==> config.mk <==
export PLATFORM = sky130hd
export DESIGN_NAME = column_sum_sorter_unit
export DESIGN_NICKNAME = d
export VERILOG_FILES = /design/src/rtl/core/csort_pkg.sv /design/src/rtl/core/csort_ctrl.sv /design/src/rtl/core/csort_dp.sv /design/src/rtl/core/column_sum_sorter_unit.sv
export SDC_FILE = /design/constraint.sdc
export NUM_CORES = 1
export LEC_CHECK = 0
export BUFFER_PORTS_ARGS = -buffer_cell sky130_fd_sc_hd__buf_2
export CORE_MARGIN = 2
export CORE_UTILIZATION = 60
export CTS_CLUSTER_DIAMETER = 30
export DETAILED_ROUTE_END_ITERATION = 10
export PLACE_DENSITY = 0.76
export SYNTH_ARGS = -nofsm -noshare
export SYNTH_HDL_FRONTEND = slang
export SYNTH_SLANG_ARGS = --single-unit
==> constraint.sdc <==
create_clock -name clk -period 11.9 [get_ports clk]
set_clock_uncertainty 0.15 [all_clocks]
set_input_delay 2.38 -clock clk [delete_from_list [all_inputs] [get_ports clk]]
set_output_delay 2.38 -clock clk [all_outputs]
set_load 0.1 [all_outputs]
==> src/rtl/core/csort_pkg.sv <==
// ----------------------------------------------------------------------------
// csort_pkg
// Shared sizes, register codes, control types and helpers for the column sum
// sorter.
// ----------------------------------------------------------------------------
package csort_pkg;

  localparam int MAX_ROWS = 16;
  localparam int MAX_COLS = 16;

  localparam int ROW_W  = $clog2(MAX_ROWS);
  localparam int COL_W  = $clog2(MAX_COLS);
  localparam int SIZE_W = 5;
  localparam int ELEM_W = 16;
  localparam int SUM_W  = 20;
  localparam int DATA_W = 32;
  localparam int ADDR_W = 3;

  localparam logic [SIZE_W-1:0] SIZE_RESET = SIZE_W'(16);
  localparam logic [SIZE_W-1:0] ROWS_LIMIT = SIZE_W'(MAX_ROWS);
  localparam logic [SIZE_W-1:0] COLS_LIMIT = SIZE_W'(MAX_COLS);

  // Register select, taken from paddr[2]
  localparam logic REG_ROWS = 1'b0;
  localparam logic REG_COLS = 1'b1;

  typedef struct packed {
    logic load;
    logic job_start;
    logic scan_step;
    logic emit_done;
  } csort_cmd_t;

  typedef struct packed {
    logic elem_last;
    logic scan_last;
    logic rank_last;
  } csort_status_t;

  function automatic logic [SIZE_W-1:0] clamp_size(input logic [SIZE_W-1:0] v,
                                                   input logic [SIZE_W-1:0] maxv);
    logic [SIZE_W-1:0] r;
    r = v;
    if (v == '0) begin
      r = SIZE_W'(1);
    end else if (v > maxv) begin
      r = maxv;
    end
    return r;
  endfunction

endpackage

==> src/rtl/core/csort_ctrl.sv <==
// ----------------------------------------------------------------------------
// csort_ctrl
// Sequencer for the sorter: load the matrix, scan for each rank, emit words.
// ----------------------------------------------------------------------------
module csort_ctrl (
  input  logic                    clk,
  input  logic                    rst,
  input  logic                    in_valid,
  input  logic                    out_stall,
  input  csort_pkg::csort_status_t status,
  output logic                    in_stall,
  output logic                    out_valid,
  output csort_pkg::csort_cmd_t   cmd
);
  import csort_pkg::*;

  typedef enum logic [1:0] {
    ST_LOAD,
    ST_SCAN,
    ST_EMIT
  } state_t;

  state_t state;

  always_comb begin
    cmd           = '0;
    cmd.load      = (state == ST_LOAD) && in_valid && !in_stall;
    cmd.job_start = cmd.load && status.elem_last;
    cmd.scan_step = (state == ST_SCAN);
    cmd.emit_done = (state == ST_EMIT) && out_valid && !out_stall;
  end

  always_ff @(posedge clk) begin
    if (rst) begin
      state     <= ST_LOAD;
      in_stall  <= 1'b0;
      out_valid <= 1'b0;
    end else begin
      case (state)
        ST_LOAD: begin
          if (cmd.job_start) begin
            state    <= ST_SCAN;
            in_stall <= 1'b1;
          end
        end
        ST_SCAN: begin
          if (status.scan_last) begin
            state     <= ST_EMIT;
            out_valid <= 1'b1;
          end
        end
        ST_EMIT: begin
          if (cmd.emit_done) begin
            out_valid <= 1'b0;
            if (status.rank_last) begin
              state    <= ST_LOAD;
              in_stall <= 1'b0;
            end else begin
              state <= ST_SCAN;
            end
          end
        end
        default: begin
          state     <= ST_LOAD;
          in_stall  <= 1'b0;
          out_valid <= 1'b0;
        end
      endcase
    end
  end

endmodule

==> src/rtl/core/csort_dp.sv <==
// ----------------------------------------------------------------------------
// csort_dp
// Column sum storage, load positions, max-search scan and the result register.
// ----------------------------------------------------------------------------
module csort_dp (
  input  logic                                 clk,
  input  logic                                 rst,
  input  csort_pkg::csort_cmd_t                cmd,
  input  logic                                 cfg_clear,
  input  logic [csort_pkg::SIZE_W-1:0]         rows_eff,
  input  logic [csort_pkg::SIZE_W-1:0]         cols_eff,
  input  logic signed [csort_pkg::ELEM_W-1:0]  elem_value,
  output csort_pkg::csort_status_t             status,
  output logic [csort_pkg::COL_W-1:0]          source_column,
  output logic signed [csort_pkg::SUM_W-1:0]   column_sum,
  output logic                                 last_flag
);
  import csort_pkg::*;

  logic [ROW_W-1:0]        row_pos;
  logic [COL_W-1:0]        col_pos;
  logic [COL_W-1:0]        scan_idx;
  logic [COL_W-1:0]        rank_idx;
  logic [COL_W-1:0]        best_col;
  logic [COL_W-1:0]        final_col;
  logic signed [SUM_W-1:0] sum_mem [MAX_COLS];
  logic signed [SUM_W-1:0] rd_sum;
  logic signed [SUM_W-1:0] best_sum;
  logic signed [SUM_W-1:0] final_sum;
  logic signed [SUM_W-1:0] elem_ext;
  logic [MAX_COLS-1:0]     picked;
  logic                    has_best;
  logic                    take;
  logic                    col_last;
  logic                    row_last;

  assign elem_ext  = {{(SUM_W-ELEM_W){elem_value[ELEM_W-1]}}, elem_value};
  assign rd_sum    = sum_mem[cmd.scan_step ? scan_idx : col_pos];
  assign col_last  = (SIZE_W'(col_pos) == cols_eff - SIZE_W'(1));
  assign row_last  = (SIZE_W'(row_pos) == rows_eff - SIZE_W'(1));

  // Strictly greater keeps the lower column on equal sums
  assign take      = !picked[scan_idx] && (!has_best || (rd_sum > best_sum));
  assign final_col = take ? scan_idx : best_col;
  assign final_sum = take ? rd_sum : best_sum;

  always_comb begin
    status           = '0;
    status.elem_last = col_last && row_last;
    status.scan_last = (SIZE_W'(scan_idx) == cols_eff - SIZE_W'(1));
    status.rank_last = (SIZE_W'(rank_idx) == cols_eff - SIZE_W'(1));
  end

  // First row overwrites, so no clearing pass is needed between jobs
  always_ff @(posedge clk) begin
    if (cmd.load) begin
      sum_mem[col_pos] <= (row_pos == '0) ? elem_ext : rd_sum + elem_ext;
    end
  end

  always_ff @(posedge clk) begin
    if (rst) begin
      row_pos  <= '0;
      col_pos  <= '0;
      scan_idx <= '0;
      rank_idx <= '0;
      picked   <= '0;
      has_best <= 1'b0;
    end else begin
      if (cfg_clear) begin
        row_pos <= '0;
        col_pos <= '0;
      end else if (cmd.load) begin
        if (col_last) begin
          col_pos <= '0;
          row_pos <= row_last ? '0 : row_pos + ROW_W'(1);
        end else begin
          col_pos <= col_pos + COL_W'(1);
        end
      end

      if (cmd.job_start) begin
        scan_idx <= '0;
        rank_idx <= '0;
        picked   <= '0;
        has_best <= 1'b0;
      end else if (cmd.scan_step) begin
        if (status.scan_last) begin
          scan_idx          <= '0;
          has_best          <= 1'b0;
          picked[final_col] <= 1'b1;
        end else begin
          scan_idx <= scan_idx + COL_W'(1);
          has_best <= has_best || take;
        end
      end

      if (cmd.emit_done) begin
        rank_idx <= rank_idx + COL_W'(1);
      end
    end
  end

  always_ff @(posedge clk) begin
    if (cmd.scan_step && take) begin
      best_col <= scan_idx;
      best_sum <= rd_sum;
    end
    if (cmd.scan_step && status.scan_last) begin
      source_column <= final_col;
      column_sum    <= final_sum;
      last_flag     <= status.rank_last;
    end
  end

`ifndef NO_ASSERTIONS
  a_picked_count: assert property (@(posedge clk) disable iff (rst)
    cmd.scan_step |-> ($countones(picked) == int'(rank_idx)))
    else $error("picked columns out of step with rank");

  a_fresh_pick: assert property (@(posedge clk) disable iff (rst)
    (cmd.scan_step && status.scan_last) |-> !picked[final_col])
    else $error("column ranked twice");

  a_col_bound: assert property (@(posedge clk) disable iff (rst)
    SIZE_W'(col_pos) < cols_eff)
    else $error("column position beyond matrix width");

  a_row_bound: assert property (@(posedge clk) disable iff (rst)
    SIZE_W'(row_pos) < rows_eff)
    else $error("row position beyond matrix height");
`endif

endmodule

==> src/rtl/core/column_sum_sorter_unit.sv <==
// ----------------------------------------------------------------------------
// column_sum_sorter_unit
// Accumulates per-column sums of a streamed matrix and emits the columns
// ranked by descending sum.
// ----------------------------------------------------------------------------
// Elements arrive row-major, one word per cycle with no gaps required, while
// one signed 20-bit sum per column accumulates (wrapping modulo 2^20). The
// matrix size comes from the rows_in_use (byte address 0) and cols_in_use
// (byte address 4) registers; 0 acts as 1 and values above 16 act as 16.
// Writing either register restarts the matrix being loaded. After the last
// element the input stalls and the unit ranks the columns by a max search:
// each rank costs one pass over the sum registers, one column per cycle,
// followed by its output word. Equal sums rank lower column first, and
// last_flag marks the final word of the job. The input stays stalled until
// the last word of the job is taken; a stalled output word holds the scan.
// ----------------------------------------------------------------------------
module column_sum_sorter_unit (
  input  logic                                 clk,
  input  logic                                 rst,
  // element input
  input  logic                                 in_valid,
  output logic                                 in_stall,
  input  logic signed [csort_pkg::ELEM_W-1:0]  elem_value,
  // ranked output
  output logic                                 out_valid,
  input  logic                                 out_stall,
  output logic [csort_pkg::COL_W-1:0]          source_column,
  output logic signed [csort_pkg::SUM_W-1:0]   column_sum,
  output logic                                 last_flag,
  // configuration
  input  logic                                 psel,
  input  logic                                 penable,
  input  logic                                 pwrite,
  input  logic [csort_pkg::ADDR_W-1:0]         paddr,
  input  logic [csort_pkg::DATA_W-1:0]         pwdata,
  output logic [csort_pkg::DATA_W-1:0]         prdata,
  output logic                                 pready
);
  import csort_pkg::*;

  logic [SIZE_W-1:0] rows_cfg;
  logic [SIZE_W-1:0] cols_cfg;
  logic [SIZE_W-1:0] rows_eff;
  logic [SIZE_W-1:0] cols_eff;
  logic              cfg_wr;
  csort_cmd_t        cmd;
  csort_status_t     status;

  // Zero-wait-state port; word select on paddr[2]
  assign pready = 1'b1;
  assign cfg_wr = psel && penable && pwrite && pready;

  always_ff @(posedge clk) begin
    if (rst) begin
      rows_cfg <= SIZE_RESET;
      cols_cfg <= SIZE_RESET;
    end else if (cfg_wr) begin
      case (paddr[2])
        REG_ROWS: rows_cfg <= pwdata[SIZE_W-1:0];
        REG_COLS: cols_cfg <= pwdata[SIZE_W-1:0];
        default:  ;
      endcase
    end
  end

  always_comb begin
    case (paddr[2])
      REG_ROWS: prdata = DATA_W'(rows_cfg);
      REG_COLS: prdata = DATA_W'(cols_cfg);
      default:  prdata = '0;
    endcase
  end

  // Clamp at use; the raw value stays readable
  assign rows_eff = clamp_size(rows_cfg, ROWS_LIMIT);
  assign cols_eff = clamp_size(cols_cfg, COLS_LIMIT);

  csort_ctrl u_ctrl (
    .clk       (clk),
    .rst       (rst),
    .in_valid  (in_valid),
    .out_stall (out_stall),
    .status    (status),
    .in_stall  (in_stall),
    .out_valid (out_valid),
    .cmd       (cmd)
  );

  csort_dp u_dp (
    .clk           (clk),
    .rst           (rst),
    .cmd           (cmd),
    .cfg_clear     (cfg_wr),
    .rows_eff      (rows_eff),
    .cols_eff      (cols_eff),
    .elem_value    (elem_value),
    .status        (status),
    .source_column (source_column),
    .column_sum    (column_sum),
    .last_flag     (last_flag)
  );

endmodule

**Word-level counts from Yosys, hierarchy flattened**

Memory sizes are Yosys's and may differ from the RTL's.
Index checks and enable logic that the tools add are counted.

- Multipliers: 0
- Divide/modulo/power cells: 0
- Reductions and logical operators: 32
- Eq/ne operators: 10
- $lt $le $gt $ge: 6
- Bitwise logic cells: 4
- Shift-type cells: 0
- Add/sub/neg operators: 7
- Muxes and demuxes: 33

Operator list:

| kind | number |
|---|---|
| $pmux W32 S2 | 1 |
| $mux W20 | 2 |
| $mux W4 | 7 |
| $add A20 B16 Y20 | 1 |
| $eq A4 B5 Y1 | 4 |
| $gt A20 B20 Y1 | 1 |
| $mux W5 | 4 |
| $add A4 B1 Y4 const B | 4 |
| $or A16 B16 Y16 | 1 |
| $logic_and A1 B1 Y1 | 12 |
| $mux W1 | 11 |
| $gt A5 B5 Y1 const B | 2 |
| $logic_not A5 Y1 | 2 |
| $lt A4 B5 Y1 const B | 2 |
| $sub A5 B1 Y5 const B | 2 |
| $ne A2 B2 Y1 const B | 4 |
| $reduce_and A2 Y1 | 4 |
| $mux W2 | 3 |
| $pmux W1 S3 | 2 |
| $pmux W2 S3 | 1 |
| $reduce_and A3 Y1 | 2 |
| $bmux W1 S4 | 1 |
| $demux W1 S4 | 1 |
| $ge A4 B1 Y1 const B | 1 |
| 10 further kinds | 17 |

- Flip-flop bits (word level): 96
- Bits in latches: 0
- Memories kept: 1
- ROM bits: 0
- Memory bits (writable): 320

Memories:

| memory | words | bits a word | read ports | clocked after Yosys merged registers in | wr ports | RTL line | text |
|---|---|---|---|---|---|---|---|
| u_dp.sum_mem | 16 | 20 | 1 | 0 | 1 | csort_dp.sv:26 | `logic signed [SUM_W-1:0] sum_mem [MAX_COLS];` |

**Depth between registers and ports, before layout**

Gate-level depths: netlist (run 1).
An unclocked memory read counts as a cell.

- Depth after elaboration: 12
- Gate-level depth with buffers: 20
- Gate-level depth less buffers: 16

**Cells and area by module**

From an unflattened synthesis (run 1), not the netlist that was laid out.

- Cell total of the unflattened synthesis: 1261
- Area total of the unflattened synthesis: 18821.8 µm²

Modules (own cells, without submodules):

| module | sequential area each (µm²) | times used | cells each | area each (µm²) |
|---|---|---|---|---|
| csort_dp | 11741.3 | 1 | 1143 | 17778.3 |
| column_sum_sorter_unit | 200.2 | 1 | 93 | 800.8 |
| csort_ctrl | 80.1 | 1 | 25 | 242.7 |

**Least setup slack after synthesis (run 1)**

OpenSTA, ideal clock, no wires.

- Kind: input to output
- From: input paddr[2] (netlist bit)
- To: output prdata[2] (netlist bit)
- Buffers on the path: 1
- Required time: 9370 ps
- Setup slack: 4665 ps
- Stages on the path: 2
- Arrival time: 4705 ps
- Cell sequence: buf_1 o21ai_0

- Longest elaborated chain between the ends: 2

Ends and longest elaborated chain:

| item | RTL line | text |
|---|---|---|
| from (decl) | column_sum_sorter_unit.sv:34 | `input logic [csort_pkg::ADDR_W-1:0] paddr,` |
| $not A1 Y1 (no source line) | n/a |  |
| $pmux W32 S2 * | column_sum_sorter_unit.sv:67 | `case (paddr[2])` |
| to (decl) | column_sum_sorter_unit.sv:36 | `output logic [csort_pkg::DATA_W-1:0] prdata,` |

Mark *: on every way between the ends. The rest lies on a longest branch, timed or not. The select of a mux whose other input is x is not followed.

**Worst setup path after layout (run 1)**

- From: register u_ctrl.state[0]
- To: memory u_dp.sum_mem[12][17], data pin

- Longest elaborated chain between the ends: 5

Ends and longest elaborated chain:

| item | RTL line | text |
|---|---|---|
| from (decl) | csort_ctrl.sv:23 | `state_t state;` |
| from (signal assigned) | csort_ctrl.sv:35 | `state <= ST_LOAD;` |
| from (signal assigned) | csort_ctrl.sv:42 | `state <= ST_SCAN;` |
| from (signal assigned) | csort_ctrl.sv:48 | `state <= ST_EMIT;` |
| $eq A2 B1 Y1 | csort_ctrl.sv:29 | `cmd.scan_step = (state == ST_SCAN);` |
| $mux W4 | csort_dp.sv:38 | `assign rd_sum = sum_mem[cmd.scan_step ? scan_idx : col_pos];` |
| $mem_v2 Z16 W20 | n/a |  |
| net u_dp.rd_sum[1] | csort_dp.sv:27 | `logic signed [SUM_W-1:0] rd_sum;` |
| $add A20 B16 Y20 | csort_dp.sv:57 | `sum_mem[col_pos] <= (row_pos == '0) ? elem_ext : rd_sum + elem_ext;` |
| $mux W20 | csort_dp.sv:57 |  |
| to (decl) | csort_dp.sv:26 |  |

The timed path passes the listed nets, and every way through them passes these cells.

==> flow_metrics.env, run 1 <==
export IMPL_wl_per_cell_um=23.7
export IMPL_clockBufferDepth=3
export IMPL_worstPathArrival_ps=7240
export IMPL_fin_crit_sh_pct=60.3
export IMPL_hp_class="reg2reg"
export IMPL_areaGrowthSynthToFinish_pct=19.7
export IMPL_die_area_mm2=0.0326
export IMPL_layout_commonest_cell="edfxtp_1"
export IMPL_ios=118
export IMPL_hold_viol=0
export IMPL_power_density_mw_per_mm2=194
export IMPL_start_kind="register"
export IMPL_crit_type="reg2reg"
export IMPL_setup_slack_ps=4730
export IMPL_ant_nets=0
export IMPL_total_power_uw=4350
export IMPL_avgSynthCellArea_um2=14.7
export IMPL_whs_ps=302
export IMPL_cts_buffers_inserted=83
export IMPL_post_place_ws_ps=4890
export IMPL_cts_hold_buf=0
export IMPL_fp_dieW_um=181
export IMPL_ys_flop_type="edfxtp_1"
export IMPL_clk_latency_ps=600
export IMPL_first_global_vias=11600
export IMPL_end_kind="register"
export IMPL_antenna_found_initial=1
export IMPL_die_y_um=181
export IMPL_setup_tns_ps=0
export IMPL_gp_congestion=0.852
export IMPL_yosysWarnings=0
export IMPL_peakVddDrop_uv=201
export IMPL_tritoncts="done"
export IMPL_initial_core_util_pct=61.0
export IMPL_dp_hpwl_mm=24.4
export IMPL_drtIter0Drc=982
export IMPL_drc=0
export IMPL_synth_seq_cells=416
export IMPL_drv_cap=0
export IMPL_fin_util_pct=73.1
export IMPL_ys_seq_area_share_pct=64.2
export IMPL_status="finished, final reports clean"
export IMPL_clkTransAtPathRegs_ps=50
export IMPL_nets=1494
export IMPL_fillCellCount=1834
export IMPL_crit_fanout=40
export IMPL_post_cts_buffers=0
export IMPL_port_buffers=60
export IMPL_drtPass1Iterations=5
export IMPL_antenna_cells=0
export IMPL_routed_wl_mm=43.9
export IMPL_final_cell_mix="edfxtp_1 (369), nand2_1 (133), mux4_2 (85), clkbuf_16 (85), buf_2 (60)"
export IMPL_routed_via_density=6.28
export IMPL_grt_max_degree=53
export IMPL_grt_usage_pct=27.1
export IMPL_vias=11600
export IMPL_timing_final_max_slew_violations=0
export IMPL_ctsResizeCount=0
export IMPL_rsz0062_at_grt="no"
export IMPL_worstMarginPinSlew_ps=1150
export IMPL_synth_cells=1271
export IMPL_root_buffer="clkbuf_16"
export IMPL_drive_above_1_share_pct=24.8
export IMPL_cts_sinks=416
export IMPL_setup_violations=0
export IMPL_rows=64
export IMPL_synth_edf_count=369
export IMPL_synth_area_mm2=0.0187
export IMPL_htreeDepth=3
export IMPL_fmax_mhz=139
export IMPL_period_minus_slack_ps=7170
export IMPL_async_flop_share_pct=0
export IMPL_maxSlewHeadroom_pct=23.3
export IMPL_core_area_mm2=0.0307
export IMPL_grt_pass1_wl_mm=67.0
export IMPL_synth_cell_type_count=70
export IMPL_overflow=0
export IMPL_worstPathRequired_ps=11970
export IMPL_power_leakage_uw=0.00816
## Yosys cell counts (3+ instances only)
library cell | number | share of area [%]
a211oi_1 | 27 | 1.1
a21o_1 | 7 | 0.28
nor2_1 | 60 | 1.2
o21ai_0 | 18 | 0.48
and3_1 | 5 | 0.17
mux2i_1 | 13 | 0.70
a2111oi_0 | 3 | 0.14
nor4b_1 | 5 | 0.23
nand3_1 | 25 | 0.67
o21bai_1 | 6 | 0.24
nand3b_1 | 5 | 0.20
mux4_2 | 85 | 10
or3_1 | 5 | 0.17
nor3_1 | 24 | 0.64
mux2_1 | 5 | 0.30
nand4_1 | 10 | 0.33
a31oi_1 | 20 | 0.67
nor3b_1 | 4 | 0.16
nand2b_1 | 6 | 0.20
mux2_2 | 11 | 0.66
buf_6 | 3 | 0.18
buf_1 | 4 | 0.080
o21ai_1 | 20 | 0.53
nand4b_1 | 3 | 0.14
ha_1 | 49 | 3.3
o31ai_1 | 14 | 0.56
buf_2 | 15 | 0.40
o21a_1 | 5 | 0.20
and2_1 | 22 | 0.74
xnor2_1 | 17 | 0.80
clkbuf_1 | 31 | 0.62
nand2_1 | 133 | 2.7
dfxtp_1 | 47 | 5.0
o211ai_1 | 3 | 0.12
edfxtp_1 | 369 | 59
nor2b_1 | 8 | 0.27
o22ai_1 | 5 | 0.17
inv_1 | 39 | 0.78
buf_4 | 36 | 1.4
nor4_1 | 3 | 0.10
a21oi_1 | 47 | 1.3
xor2_1 | 17 | 0.80
## worst paths after layout
kind	start	slack (ps)	endpoint	depth (start not counted)
worst max-delay path	u_ctrl.state[0]	4730	u_dp.sum_mem[12][17]	16
worst min-delay path	u_dp.picked[9]	300	u_dp.picked[9]	2
worst max register to register	u_ctrl.state[0]	4730	u_dp.sum_mem[12][17]	16
worst min register to register	u_dp.picked[9]	300	u_dp.picked[9]	2
## registers in the layout, summed over array words and instances (netlist names), 2 cells and up
signal	cells
cols_cfg	5
rows_cfg	5
u_dp.col_pos	4
u_dp.scan_idx	4
u_ctrl.state	2
u_dp.picked	16
u_dp.row_pos	4
u_dp.column_sum	20
u_dp.rank_idx	4
u_dp.best_sum	20
u_dp.source_column	4
u_dp.sum_mem	320
u_dp.best_col	4
## cell type report
type,instances,area (um^2),share of cell area (%)
Sequential cell,416,12000,53.6
Multi-Input combinational cell,751,6210,27.7
Clock buffer,94,2190,9.77
Clock inverter,58,788,3.52
Timing Repair Buffer,94,556,2.48
Tap cell,396,495,2.21
Inverter,40,150,0.670
## routing by layer
metal / wire length (um) / global-route usage (%) / up-vias / share of wire, %
met5: 0 / 0 / - / 0
met4: 1580 / 12.0 / 0 / 3.6
met3: 3210 / 4.61 / 117 / 7.3
met2: 21800 / 44.3 / 551 / 50
met1: 17400 / 36.2 / 5812 / 40
li1: - / - / 5124 / -
## worst max-delay path, stage by stage, from the launching register on
cell	delay [ps]
dfxtp_1	440
and2b_2	430
mux2i_4	770
buf_4	730
mux4_2	600
and2_1	170
a211oi_1	300
a31oi_1	260
ha_1	460
a211o_1	280
a211oi_1	350
or4_1	260
a211oi_1	120
or3_1	370
a21oi_1	180
xnor2_1	80
o21ai_1	790
## cells by family after synthesis
kind of cell    after synthesis  synth area share [%]
mux                         117                  12.2
other cells                   2                0.0401
simple gates                331                  8.49
fa+ha+maj                    50                  3.38
compound gates              191                  6.51
buf+inv                     130                  3.57
flops                       416                  64.2
xor+xnor                     34                  1.59
## power breakdown
group | internal [uW] | switching, uW | total (uW)
combinational | 105 | 197 | 302
sequential | 1610 | 5.51 | 1620
clock | 1610 | 823 | 2430
## stage by stage
step           instance area, um^2  instances
3_3_place_gp                 19400       1697
4_1_cts                      22400       1849
3_5_place_dp                 19400       1697
5_1_grt                      22400       1849
6_report                     22400       1849
2_1_floorplan                18800       1297
Power figures use the tool's default switching activity.
==> run 2: changes to the inputs <==
==> constraint.sdc (replaced) <==
create_clock -name clk -period 7.4 [get_ports clk]
set_clock_uncertainty 0.15 [all_clocks]
set_input_delay 1.48 -clock clk [delete_from_list [all_inputs] [get_ports clk]]
set_output_delay 1.48 -clock clk [all_outputs]
set_load 0.1 [all_outputs]
==> flow_metrics.env, run 2 (synthesis results as in run 1) <==
export IMPL_status="finished, final reports clean"
export IMPL_fin_crit_sh_pct=87.4
export IMPL_antenna_cells=0
export IMPL_worstPathRequired_ps=7500
export IMPL_peakVddDrop_uv=289
export IMPL_r2r_end="u_dp.sum_mem[8][17]"
export IMPL_largest_reg_flops=320
export IMPL_hold_start="u_dp.picked[2]"
export IMPL_fp_dieW_um=181
export IMPL_drtIter0Drc=1172
export IMPL_timing_final_max_slew_violations=0
export IMPL_critPathLaunch="u_ctrl.state[0]"
export IMPL_crit_top_cell="a211oi_1"
export IMPL_nets=1500
export IMPL_die_y_um=181
export IMPL_grt_pass1_wl_mm=66.6
export IMPL_initial_core_util_pct=61.0
export IMPL_hold_depth=2
export IMPL_first_global_vias=11500
export IMPL_setup_slack_ps=936
export IMPL_drtPass1Iterations=6
export IMPL_hold_viol=0
export IMPL_r2r_slack_ps=940
export IMPL_drv_cap=0
export IMPL_fmax_mhz=155
export IMPL_vias=11600
export IMPL_reg_top3="u_dp.sum_mem: 320 flops, u_dp.best_sum: 20 flops, u_dp.column_sum: 20 flops"
export IMPL_crit_type="reg2reg"
export IMPL_ios=118
export IMPL_tritoncts="done"
export IMPL_setup_violations=0
export IMPL_dp_hpwl_mm=24.6
export IMPL_ant_nets=0
export IMPL_hp_class="reg2reg"
export IMPL_routed_via_density=6.27
export IMPL_rr_startpoint="u_ctrl.state[0]"
export IMPL_cts_buffers_inserted=83
export IMPL_layout_commonest_cell="edfxtp_1"
export IMPL_ff_latch_area_mm2=0.0120
export IMPL_grt_usage_pct=27.0
export IMPL_rows=64
export IMPL_grt_max_degree=41
export IMPL_start_kind="register"
export IMPL_drc=0
export IMPL_period_minus_slack_ps=6460
export IMPL_power_density_mw_per_mm2=308
export IMPL_rsz0062_at_grt="no"
export IMPL_post_cts_buffers=0
export IMPL_crit_fanout=24
export IMPL_end_kind="register"
export IMPL_max_stage_delay_ps=720
export IMPL_power_leakage_uw=0.00817
export IMPL_die_area_mm2=0.0326
export IMPL_maxSlewHeadroom_pct=21.9
export IMPL_htreeDepth=3
export IMPL_fillCellCount=1834
export IMPL_cts_hold_buf=0
export IMPL_ctsResizeCount=0
export IMPL_crit_family="compound AO/OA/AOI/OAI gates"
export IMPL_clk_latency_ps=590
export IMPL_multi_input_area_mm2=0.00621
export IMPL_final_cell_mix="edfxtp_1 (369), nand2_1 (133), mux4_2 (85), clkbuf_16 (85), buf_2 (60)"
export IMPL_path_cells="and2b_2 > mux2i_4 > buf_12 > mux4_2 > and2_1 > a211oi_1 > a31oi_1 > ha_1 > o21a_1 > a211oi_1 > or4_1 > a211oi_1 > or3_1 > a21oi_1 > xnor2_1 > o21ai_1"
export IMPL_root_buffer="clkbuf_16"
export IMPL_path_depth=16
export IMPL_drive_above_1_share_pct=24.8
export IMPL_clockBufferDepth=3
export IMPL_clkTransAtPathRegs_ps=50
export IMPL_areaGrowthSynthToFinish_pct=19.7
export IMPL_crit_buf_inv=1
export IMPL_overflow=0
export IMPL_routed_wl_mm=43.8
export IMPL_gp_congestion=0.878
export IMPL_post_place_ws_ps=1140
export IMPL_cts_sinks=416
export IMPL_worstMarginPinSlew_ps=1170
export IMPL_antenna_found_initial=0
export IMPL_setup_tns_ps=0
export IMPL_worstPathArrival_ps=6560
export IMPL_critPathCapture="u_dp.sum_mem[8][17]"
export IMPL_port_buffers=60
export IMPL_worst_path_max_delay_cell="o21ai_1"
export IMPL_rr_worst_depth=16
export IMPL_wl_per_cell_um=23.6
export IMPL_top_register="u_dp.sum_mem"
export IMPL_core_area_mm2=0.0307
-- run 2: cell types whose count changed in the layout (fill, tap and decap cells not counted), sizes merged --
| cell | previous run | this run |
|---|---|---|
| buf | 94 | 100 |
| clkinv | 26 | 31 |
| clkbuf | 94 | 92 |
| bufinv | 12 | 11 |
| clkinvlp | 4 | 5 |
-- run 2: worst min path at each step --
stage                             to  slack (ps)
finish                u_dp.picked[2]         300
global placement      u_dp.picked[2]         280
global route         u_dp.picked[11]         320
detailed placement    u_dp.picked[2]         290
CTS                   u_dp.picked[2]         300
floorplan           u_dp.best_col[2]         260
-- run 2: worst register-to-register path, stage by stage (launching register included) --
cell and delay, ps:
dfxtp_1 440, and2b_2 440, mux2i_4 650, buf_12 310, mux4_2 530, and2_1 180
a211oi_1 330, a31oi_1 250, ha_1 520, o21a_1 180, a211oi_1 110, or4_1 580
a211oi_1 350, or3_1 170, a21oi_1 80, xnor2_1 140, o21ai_1 720
-- run 2: where the power goes --
group	switching (uW)	internal [uW]
clock	1290	2520
combinational	321	174
sequential	8.84	2590
total	1620	5280
-- run 2: final cells by class --
class	count	share of cell area [%]
Inverter	40	0.670
Clock buffer	92	9.61
Timing Repair Buffer	100	2.85
Tap cell	396	2.21
Multi-Input combinational cell	751	27.7
Sequential cell	416	53.7
Clock inverter	63	3.28
-- run 2: per-stage QoR --
step / util (%) / cell area (um^2) / cells / hold slack (ps) / power [uW]
global placement: 63.6 / 19500 / 1703 / 277 / 3110
CTS: 73.1 / 22400 / 1858 / 297 / 6930
global route: 73.1 / 22400 / 1858 / 316 / 7090
detailed placement: 63.6 / 19500 / 1703 / 287 / 3120
floorplan: - / 18800 / 1297 / 256 / 3020
finish: 73.1 / 22400 / 1858 / 298 / 6900
-- run 2: routing by layer --
metal / vias up / routed length, um / global-route usage (%)
met2: 535 / 21600 / 43.9
met5: - / 0 / 0
met3: 106 / 3330 / 4.83
li1: 5140 / - / -
met4: 0 / 1640 / 12.2
met1: 5863 / 17200 / 36.1
